--- src/design/mesu_pkg.sv ---
// ----------------------------------------------------------------------------
// mesu_pkg: shared types and constants
// Payload structs, the free-space record, register indexes and the command
// and status groups between the controller and the datapath.
// ----------------------------------------------------------------------------
package mesu_pkg;

    localparam int CW = 16;
    localparam int CFG_ADDR_BITS = 4;

    typedef logic [CW-1:0] coord_t;
    typedef logic [CW:0]   coord_end_t;

    typedef struct packed {
        coord_t x;
        coord_t y;
        coord_t z;
        coord_t w;
        coord_t l;
        coord_t d;
    } space_t;

    typedef struct packed {
        logic   kind;
        coord_t box_x;
        coord_t box_y;
        coord_t box_z;
        coord_t box_w;
        coord_t box_l;
        coord_t box_d;
    } in_t;

    typedef struct packed {
        logic [6:0] space_count;
        coord_t     anchor_x;
        coord_t     anchor_y;
        coord_t     anchor_z;
        coord_t     anchor_w;
        coord_t     anchor_l;
        coord_t     anchor_d;
        logic       overflow;
    } out_t;

    localparam logic KIND_RESTART = 1'b0;
    localparam logic KIND_PLACE   = 1'b1;

    localparam logic [1:0] REG_WIDTH  = 2'd0;
    localparam logic [1:0] REG_LENGTH = 2'd1;
    localparam logic [1:0] REG_DEPTH  = 2'd2;

    // Remainder pieces: left, right, back, front, bottom, top.
    localparam logic [2:0] PIECE_LEFT   = 3'd0;
    localparam logic [2:0] PIECE_RIGHT  = 3'd1;
    localparam logic [2:0] PIECE_BACK   = 3'd2;
    localparam logic [2:0] PIECE_FRONT  = 3'd3;
    localparam logic [2:0] PIECE_BOTTOM = 3'd4;
    localparam logic [2:0] PIECE_TOP    = 3'd5;

    typedef struct packed {
        logic accept;
        logic sp_issue;
        logic sp_gen;
        logic pr_issue;
        logic pr_load;
        logic pr_scan;
        logic an_init;
        logic an_scan;
        logic out_load;
    } cmd_t;

    typedef struct packed {
        logic sp_done;
        logic sp_last;
        logic pr_empty;
        logic pr_drop;
        logic pr_end;
        logic an_end;
        logic m_free;
    } stat_t;

    // True if space a encloses space b on every axis.
    function automatic logic space_encloses(space_t a, space_t b);
        logic ok_x;
        logic ok_y;
        logic ok_z;
        ok_x = (b.x >= a.x) &&
               (({1'b0, b.x} + {1'b0, b.w}) <= ({1'b0, a.x} + {1'b0, a.w}));
        ok_y = (b.y >= a.y) &&
               (({1'b0, b.y} + {1'b0, b.l}) <= ({1'b0, a.y} + {1'b0, a.l}));
        ok_z = (b.z >= a.z) &&
               (({1'b0, b.z} + {1'b0, b.d}) <= ({1'b0, a.z} + {1'b0, a.d}));
        return ok_x && ok_y && ok_z;
    endfunction

    // Anchor order: least z, then y, then x.
    function automatic logic space_before(space_t a, space_t b);
        logic lt;
        if (a.z != b.z) begin
            lt = a.z < b.z;
        end else if (a.y != b.y) begin
            lt = a.y < b.y;
        end else begin
            lt = a.x < b.x;
        end
        return lt;
    endfunction

endpackage

--- src/design/mesu_ctrl.sv ---
// ----------------------------------------------------------------------------
// mesu_ctrl: sequencing state machine
// Steps through split, containment pruning, anchor search and result hand-off.
// ----------------------------------------------------------------------------
module mesu_ctrl
    import mesu_pkg::*;
(
    input  logic  aclk,
    input  logic  aresetn,
    input  logic  s_valid,
    input  logic  s_kind,
    output logic  s_ready,
    input  stat_t stat,
    output cmd_t  cmd
);

    typedef enum logic [3:0] {
        ST_IDLE,
        ST_SP_RD,
        ST_SP_GEN,
        ST_PR_I,
        ST_PR_IW,
        ST_PR_SCAN,
        ST_AN_INIT,
        ST_AN_SCAN,
        ST_OUT
    } state_t;

    state_t state_reg;
    state_t state_next;

    always_comb begin
        cmd        = '0;
        state_next = state_reg;
        case (state_reg)
            ST_IDLE: begin
                if (s_valid) begin
                    cmd.accept = 1'b1;
                    state_next = (s_kind == KIND_PLACE) ? ST_SP_RD : ST_AN_INIT;
                end
            end
            ST_SP_RD: begin
                cmd.sp_issue = 1'b1;
                state_next   = stat.sp_done ? ST_PR_I : ST_SP_GEN;
            end
            ST_SP_GEN: begin
                cmd.sp_gen = 1'b1;
                if (stat.sp_last) begin
                    state_next = ST_SP_RD;
                end
            end
            ST_PR_I: begin
                cmd.pr_issue = 1'b1;
                state_next   = stat.pr_empty ? ST_AN_INIT : ST_PR_IW;
            end
            ST_PR_IW: begin
                cmd.pr_load = 1'b1;
                state_next  = ST_PR_SCAN;
            end
            ST_PR_SCAN: begin
                cmd.pr_scan = 1'b1;
                if (stat.pr_drop || stat.pr_end) begin
                    state_next = ST_PR_I;
                end
            end
            ST_AN_INIT: begin
                cmd.an_init = 1'b1;
                state_next  = ST_AN_SCAN;
            end
            ST_AN_SCAN: begin
                cmd.an_scan = 1'b1;
                if (stat.an_end) begin
                    state_next = ST_OUT;
                end
            end
            ST_OUT: begin
                if (stat.m_free) begin
                    cmd.out_load = 1'b1;
                    state_next   = ST_IDLE;
                end
            end
            default: begin
                state_next = ST_IDLE;
            end
        endcase
    end

    always_ff @(posedge aclk) begin
        if (!aresetn) begin
            state_reg <= ST_IDLE;
        end else begin
            state_reg <= state_next;
        end
    end

    assign s_ready = (state_reg == ST_IDLE);

endmodule

--- config.mk ---
export PLATFORM = sky130hd
export DESIGN_NAME = mesu_ctrl
export DESIGN_NICKNAME = d
export VERILOG_FILES = /design/src/design/mesu_pkg.sv /design/src/design/mesu_ctrl.sv
export SDC_FILE = /design/constraint.sdc
export NUM_CORES = 1
export LEC_CHECK = 0
export BUFFER_PORTS_ARGS = -buffer_cell sky130_fd_sc_hd__buf_4
export CAP_MARGIN = 5
export CELL_PAD_IN_SITES_DETAIL_PLACEMENT = 0
export CELL_PAD_IN_SITES_GLOBAL_PLACEMENT = 1
export CORE_AREA = 2 2 39 41
export CTS_BUF_LIST = sky130_fd_sc_hd__clkbuf_2
export CTS_CLUSTER_SIZE = 40
export DETAILED_ROUTE_END_ITERATION = 8
export DIE_AREA = 0 0 41 43
export PLACE_DENSITY_LB_ADDON = 0.08
export RECOVER_POWER = 100
export SLEW_MARGIN = 20
export SYNTH_ARGS = -nofsm -noshare
export SYNTH_HDL_FRONTEND = slang
export SYNTH_SLANG_ARGS = --single-unit
--- constraint.sdc ---
create_clock -name aclk -period 2.94 [get_ports aclk]
set_input_delay 0.588 -clock aclk [delete_from_list [all_inputs] [get_ports aclk]]
set_output_delay 0.588 -clock aclk [all_outputs]
set_load 0.005 [all_outputs]
Word-level counts from Yosys, hierarchy flattened
Cells that the tools add are included.
{"block": "word_totals", "inputBits": 11, "wordCells": 37, "register_bits": 4, "output_inout_bits": 10}
{"block": "classes", "reduce_logical": 3, "n_eq_ne": 13, "mux": 20}
{"operator": "4-bit one-hot mux with 9 select lines", "count": 1}
{"operator": "4-bit two-way mux", "count": 5}
{"operator": "4-bit by 3-bit equality test with 1-bit output, second input constant", "count": 4}
{"operator": "1-bit two-way mux", "count": 12}
{"operator": "2-bit != test, second input constant", "count": 5}
{"operator": "4-bit by 2-bit equality test with 1-bit output, second input constant", "count": 2}
{"operator": "5-bit AND reduction", "count": 1}
{"operator": "4-bit by 1-bit equality test with 1-bit output, second input constant", "count": 1}
{"operator": "4-bit equality test, second input constant", "count": 1}
{"operator": "4-bit logical NOT", "count": 1}
{"operator": "3-bit two-way mux", "count": 1}
{"operator": "2-bit two-way mux", "count": 1}
{"operator": "1-bit logical OR", "count": 1}

Logic depth before layout (Yosys ltp)
Gate-level depths: netlist (run 1).
{"block": "depth", "ltp_word": 3, "depth_mapped": 5, "depth_no_buf": 4}

Worst setup path before layout (run 1)
Ideal clock, no wire load.
{"block": "synth_timing", "path_kind": "flip-flop to output port", "from": "register state_reg[2]", "to": "output cmd[8] (netlist name)", "arrival_ps": 1061, "n_path_buf": 1, "required_time_ps": 2352, "stages_incl_launch_ff": 5, "setup_slack_ps": 1291, "cell_sequence": "dfxtp_1 > buf_4 > or2_4 > nor3_1 > and2_1"}
{"item": "from (decl)", "line": "mesu_ctrl.sv:29", "rtl": "state_t state_reg;"}
{"item": "from (signal assigned)", "line": "mesu_ctrl.sv:92", "rtl": "state_reg <= state_next;"}
{"item": "to (decl)", "line": "mesu_ctrl.sv:14", "rtl": "output cmd_t cmd"}

==> metrics.txt, run 1 <==
status=finished, final reports clean; # H-tree levels=1; ANT nets after route=0; Remaining DRCs=0; Vias=422; Post-Place Cells=about 80; crit share post-route=0.687; layout cell share with drive strength beyond 1=0.382; Synth top area share=0.204; initial antenna violation count=0; routed length per instance=12.1 um; Synth area leaders=dfxtp_1, buf_6, mux2i_1, nor3_1, nor2_1; largest area contributor in the netlist=dfxtp_1; largest net degree at the start of global routing=17; Die Ht=43 um; vias in the first global route=363; R2R Path End=state_reg[0]; std cell rows=14; Nets=between 80 and 90; Crit path required time=2.35 ns; Tmin final=2.02 ns; hold path cells=2; Ant. Diodes=0; CTS Hold Buffers Added=0; worst-path fanout max=12; Fin. Hold Viols=0; flop2flop setup slack=1.36 ns; # port buffers=20; final wirelength=1020 um; CTS tree=built; critical path capture point type=output pin; Worst Tran Pin Value=0.464 ns; gr ovfl total=0; clock transition at the registers of the reported paths=roughly 0.060 ns; RSZ-0062 raised after global routing=no; Mapped Nets=60; Detailed Place HPWL=788 um; clk sinks=4; WHS Endpoint=state_reg[3]; Synth cell types=26; Max-slew headroom=0.690; synthesized area per cell=7.99 um2; Leak=0.228 nW; Post-Syn Area=just under 400 um2; Mapped Cells=just under 50; Worst EP arrival=1.43 ns; Finished Core Util=0.379; MaxCap Viol Count=0; first-pass GRT wire length=~1600 um; vias per cell=5.02; Power Dens Cells=roughly 730 mW/mm2; critical path class=reg -> out; post-CTS setup buffers=0; sequential area share after synthesis=0.204; GRT Resource Usage Total=0.133; Hold WS=slightly below 0.6 ns; DR iter-0 viols=5; crit start category=register; R2R depth=4; IO Pins=21; Layout area overhead=33.9%; total die area=0.00176 mm2; Reg2Reg Launch Point=state_reg[0]; #FFs+latches synth=4; Syn. warnings=0; setup_tns=0 ns; post-CTS sizing=0; Layout Cells excl Fill=84; Starting Density=0.283; First-pass DRT Iterations=4; CTS buffer count=3; Achievable Freq=495 MHz; worst-case clock buffer depth=2; Final Setup Violations=0; core area=between 0.001 and 0.0015 mm2; clock skew=0.0202 ns; Hold Path Class=in -> reg; filler cell count in the final layout=154; Largest register FFs=4; Peak VDD IR=between 0.4 and 0.5 mV; Root Driver=clkbuf_2; Clock Latency Late Sink=0.22 ns; Die Wd=41 um; Max Slew Vio Count=0; Worst Min Path Start=aresetn; GP Congestion=0.726
## worst max-delay path, cell delays in order (launching register included)
cell and delay [ns]:
dfxtp_1 0.52, or2_0 0.30, nor3_1 0.10, and2_0 0.18
buf_4 0.13
## layout by cell type (no fill, tap or decap), types with 2 or more instances in the layout
cell / Yosys / routed
nand2_1: 4 / 4
o21ai_0: 2 / 4
nor2_1: 6 / 6
mux2i_1: 3 / 3
buf_4: 1 / 15
clkbuf_2: 0 / 3
clkbuf_4: 0 / 5
dfxtp_1: 4 / 4
o311ai_0: 2 / 2
nor3_1: 6 / 6
nand2b_1: 2 / 2
## routing by layer
layer / up-vias / global-route usage / share of wire
li1: 216 / - / -
met1: 192 / 0.170 / 0.46
met2: 14 / 0.188 / 0.46
met3: 0 / 0.0838 / 0.079
met4: 0 / 0.0200 / 0
met5: - / 0 / 0
## cell usage after synthesis
master / count
inv_1: 1
buf_6: 3
and4bb_4: 1
and3b_2: 1
o21ai_2: 1
nand2_1: 4
a21boi_1: 1
and2b_2: 1
o22ai_1: 1
o311ai_0: 2
dfxtp_1: 4
a21boi_0: 1
o21ai_1: 1
nand2b_1: 2
a32oi_1: 1
nor2_1: 6
nor3_1: 6
and2_1: 1
or2_4: 1
nor2b_1: 1
mux2i_1: 3
a22oi_2: 1
o21ai_0: 2
buf_4: 1
nor4b_1: 1
or2b_1: 1
## worst max-delay path by stage
stage / start / endpoint
floorplan: state_reg[2] / cmd[8]
CTS: state_reg[1] / cmd[8]
detailed placement: state_reg[2] / cmd[8]
finish: state_reg[2] / cmd[8]
global placement: state_reg[2] / cmd[8]
global route: state_reg[1] / cmd[8]
## where the power goes
| part | leakage [nW] | internal (W) | switching, W |
|---|---|---|---|
| Clock | 0.0125 | 0.0000275 | 0.0000253 |
| Combinational | 0.183 | 0.000117 | 0.0000905 |
| Sequential | 0.0330 | 0.0000725 | 0.0000500 |
## layout make-up
type,instances,area (um2),share of cell area
repair buffers,20,150,0.286
well taps,16,20.0,0.0382
clock buffers,3,15.0,0.0286
multi-input cells,40,255,0.487
flip-flops and latches,4,80.1,0.153
inverters,1,3.75,0.00716
## cell families after synthesis
logic type / share of synthesized area
AND/OR/NAND/NOR: 0.390
AO/OA/AOI/OAI: 0.214
buffers and inverters: 0.115
flip-flops: 0.204
multiplexers: 0.0767
## per-stage QoR
stage | setup slack, ns | power (W) | area, um2
floorplan | 1.29 | 0.000286 | 392
global placement | 1.20 | 0.000358 | 520
detailed placement | 1.20 | 0.000354 | 520
CTS | 0.962 | 0.000408 | 536
global route | 0.739 | 0.000424 | 524
finish | 0.921 | 0.000383 | 524
(Power assumes the default switching activity.)
==> run 2, diff against run 1 <==
--- a/config.mk
+++ b/config.mk
@@ -5,15 +5,16 @@
 export SDC_FILE = /design/constraint.sdc
 export NUM_CORES = 1
 export LEC_CHECK = 0
+export ABC_AREA = 1
 export BUFFER_PORTS_ARGS = -buffer_cell sky130_fd_sc_hd__buf_4
 export CAP_MARGIN = 5
 export CELL_PAD_IN_SITES_DETAIL_PLACEMENT = 0
 export CELL_PAD_IN_SITES_GLOBAL_PLACEMENT = 1
-export CORE_AREA = 2 2 39 41
+export CORE_AREA = 2 2 42 44
 export CTS_BUF_LIST = sky130_fd_sc_hd__clkbuf_2
 export CTS_CLUSTER_SIZE = 40
 export DETAILED_ROUTE_END_ITERATION = 8
-export DIE_AREA = 0 0 41 43
+export DIE_AREA = 0 0 44 46
 export PLACE_DENSITY_LB_ADDON = 0.08
 export RECOVER_POWER = 100
 export SLEW_MARGIN = 20
==> constraint.sdc (replaced) <==
create_clock -name aclk -period 2 [get_ports aclk]
set_input_delay 0.4 -clock aclk [delete_from_list [all_inputs] [get_ports aclk]]
set_output_delay 0.4 -clock aclk [all_outputs]
set_load 0.005 [all_outputs]
==> metrics.txt, run 2 <==
std cell rows=15 (was 14); flop2flop setup slack=0.46 ns (was 1.36 ns); Finished Core Util=0.348 (was 0.379); critical path capture point type=output pin (unchanged); CTS Hold Buffers Added=0 (unchanged); Hold Path Class=in -> reg (unchanged); Mapped Cells=74 (was 49); Post-synth EDFFs=0 (unchanged); Root Driver=clkbuf_2 (unchanged); Starting Density=0.242 (was 0.283); Synth cell types=14 (was 26); critical-path cell list=inv_2, nor2_1, inv_1, nor2_1, buf_4 (was or2_0, nor3_1, and2_0, buf_4); Worst EP arrival=1.29 ns (was 1.43 ns); Seq pwr share=0.223 (was 0.320); R2R Path End=state_reg[1] (was state_reg[0]); cell mode on critical path=nor2_1; clock transition at the registers of the reported paths=0.05 ns (was 0.06 ns); post-CTS setup buffers=0 (unchanged); MaxCap Viol Count=0 (unchanged); Nets=110 (was 81); total die area=0.00202 mm2 (was 0.00176 mm2); core area=0.00161 mm2 (was 0.00138 mm2); Max-slew headroom=0.719 (was 0.690); Ant. Diodes=0 (unchanged); status=finished, final reports clean (unchanged); crit start category=register (unchanged); IO Pins=21 (unchanged); sequential area share after synthesis=0.205 (was 0.204); # port buffers=20 (unchanged); clk sinks=4 (unchanged); slowest CP cell=dfxtp_1 (unchanged); Crit path required time=1.60 ns (was 2.35 ns); critical path depth=5 (was 4); Worst Tran Pin Value=0.420 ns (was 0.464 ns); multi-input logic area=231 um2 (was 255 um2); Detailed Place HPWL=903 um (was 788 um); CTS buffer count=3 (unchanged); largest net degree at the start of global routing=8 (was 17); worst-case clock buffer depth=2 (unchanged); Remaining DRCs=0 (unchanged); vias in the first global route=427 (was 363); Most used DFF post-synth=dfxtp_1 (unchanged); GP Congestion=0.761 (was 0.726); synthesized area per cell=5.28 um2 (was 7.99 um2); Comb pwr share=0.671 (was 0.543); Syn. warnings=0 (unchanged); crit-path max cell delay=0.40 ns (was 0.52 ns); most numerous cell in the Yosys netlist=nor2_1; Fin. Hold Viols=0 (unchanged); Internal=0.000342 W (was 0.000217 W); Largest register FFs=4 (unchanged); Post-Syn Area=390 um2 (was 392 um2); setup_tns=0 ns (unchanged); post-CTS sizing=0 (unchanged); #FFs+latches synth=4 (unchanged); R2R depth=9 (was 4); First-pass DRT Iterations=4 (unchanged); clock network fraction of total power=0.106 (was 0.138); first-pass GRT wire length=1740 um (was 1570 um); asr flop ratio synth=0 (unchanged); vias per cell=4.39 (was 5.02); DR iter-0 viols=5 (unchanged); Vias=500 (was 422); routed length per instance=9.45 um (was 12.1 um); CTS tree=built (unchanged); Crit path buffers/inverters=3 (was 1); ANT nets after route=0 (unchanged); clock skew=0.00311 ns (was 0.0202 ns); Tmin final=about 1.7 ns; cell family with most CP delay=flip-flops (was simple AND/OR/NAND/NOR gates); initial antenna violation count=0 (unchanged); Commonest cells post-synth=nor2_1, inv_1, nand2_1 (was nor2_1, nor3_1, dfxtp_1, nand2_1); final wirelength=1080 um (was 1020 um); gr ovfl total=0 (unchanged); Die Ht=46 um (was 43 um); layout cell share with drive strength beyond 1=0.299 (was 0.382); critical path class=reg -> out (unchanged); Synth top area share=0.205 (was 0.204); Switching Share=0.514 (was 0.433); largest area contributor in the netlist=dfxtp_1 (unchanged); RSZ-0062 raised after global routing=no (unchanged); Leak=0.354 nW (was 0.228 nW); Clock Latency Late Sink=0.20 ns (was 0.22 ns); Reg area=80.1 um2 (unchanged); CP startpoint=state_reg[2] (unchanged); Achievable Freq=592 MHz; filler cell count in the final layout=205 (was 154); Reg2Reg Launch Point=state_reg[0] (unchanged); Switch Pwr=0.000361 W (was 0.000166 W); Synth area leaders=dfxtp_1, nor2_1, inv_1, nand2_1, nand3_1 (was dfxtp_1, buf_6, mux2i_1, nor3_1, nor2_1); Mapped Nets=85 (was 60); Final Setup Violations=0 (unchanged); # H-tree levels=1 (unchanged); most frequent cells in the layout=nor2_1, inv_1, nand2_1, buf_4, nand3_1 (was buf_4, nor2_1, nor3_1, clkbuf_4); end point of the critical path=cmd[1] (was cmd[8]); worst-path fanout max=5 (was 12); Die Wd=44 um (was 41 um); GRT Resource Usage Total=0.118 (was 0.133); most common cell after layout, fill and taps aside=nor2_1 (was buf_4); crit share post-route=0.845; Peak VDD IR=0.462 mV (was 0.404 mV); Power Dens Cells=1250 mW/mm2 (was 731 mW/mm2); Layout area overhead=43.9% (was 33.9%); Max Slew Vio Count=0 (unchanged)
run 2: area by class of cell:
cell class | count | area share
tap | 17 | 0.0379
inverter | 17 | 0.114
sequential | 4 | 0.143
timing repair buffer | 20 | 0.267
multi-input combinational | 53 | 0.412
clock buffer | 3 | 0.0267
run 2: per-stage QoR:
| step | hold WS (ns) | instances | power, W | setup WS [ns] | instance area (um2) |
|---|---|---|---|---|---|
| floorplan | 0.520 | 74 | 0.000498 | 0.801 | 390 |
| global placement | 0.584 | 111 | 0.000686 | 0.539 | 562 |
| detailed placement | 0.572 | 111 | 0.000677 | 0.556 | 562 |
| CTS | 0.435 | 114 | 0.000757 | 0.324 | 577 |
| global route | 0.464 | 114 | 0.000788 | 0.125 | 562 |
| finish | 0.446 | 114 | 0.000703 | 0.310 | 562 |
run 2: kinds of logic after synthesis:
family / Yosys count / synth area share
buffers and inverters: 17 / 0.163
DFF: 4 / 0.205
and+or+nand+nor: 51 / 0.606
AOI/OAI and AO/OA: 2 / 0.0256
run 2: worst min-delay path: stages:
cell and delay [ns]:
buf_4 0.10, nand2_1 0.06, nor2_2 0.06
run 2: routing by layer:
metal / global-route usage / vias to the layer above / part of all wire
met5: 0 / - / 0
met4: 0.0727 / 0 / 0
met3: 0.0119 / 0 / 0.060
met2: 0.188 / 13 / 0.48
met1: 0.151 / 221 / 0.46
li1: - / 266 / -
run 2: worst min path at each step:
stage	start	endpoint	slack (ns)	cells after the start
global placement	state_reg[3]	state_reg[3]	0.58	2
global route	aresetn	state_reg[2]	0.46	3
finish	aresetn	state_reg[1]	0.45	3
detailed placement	state_reg[3]	state_reg[3]	0.57	2
CTS	aresetn	state_reg[3]	0.43	3
floorplan	aresetn	state_reg[0]	0.52	2
run 2: power groups by stage:
stage | Sequential [W] | Clock [W] | Combinational (W)
after floorplan | 0.000147 | 0 | 0.000351
after global placement | 0.000162 | 0 | 0.000524
after detailed placement | 0.000162 | 0 | 0.000515
after CTS | 0.000161 | 0.0000788 | 0.000517
after global routing | 0.000164 | 0.0000807 | 0.000544
final | 0.000157 | 0.0000745 | 0.000472
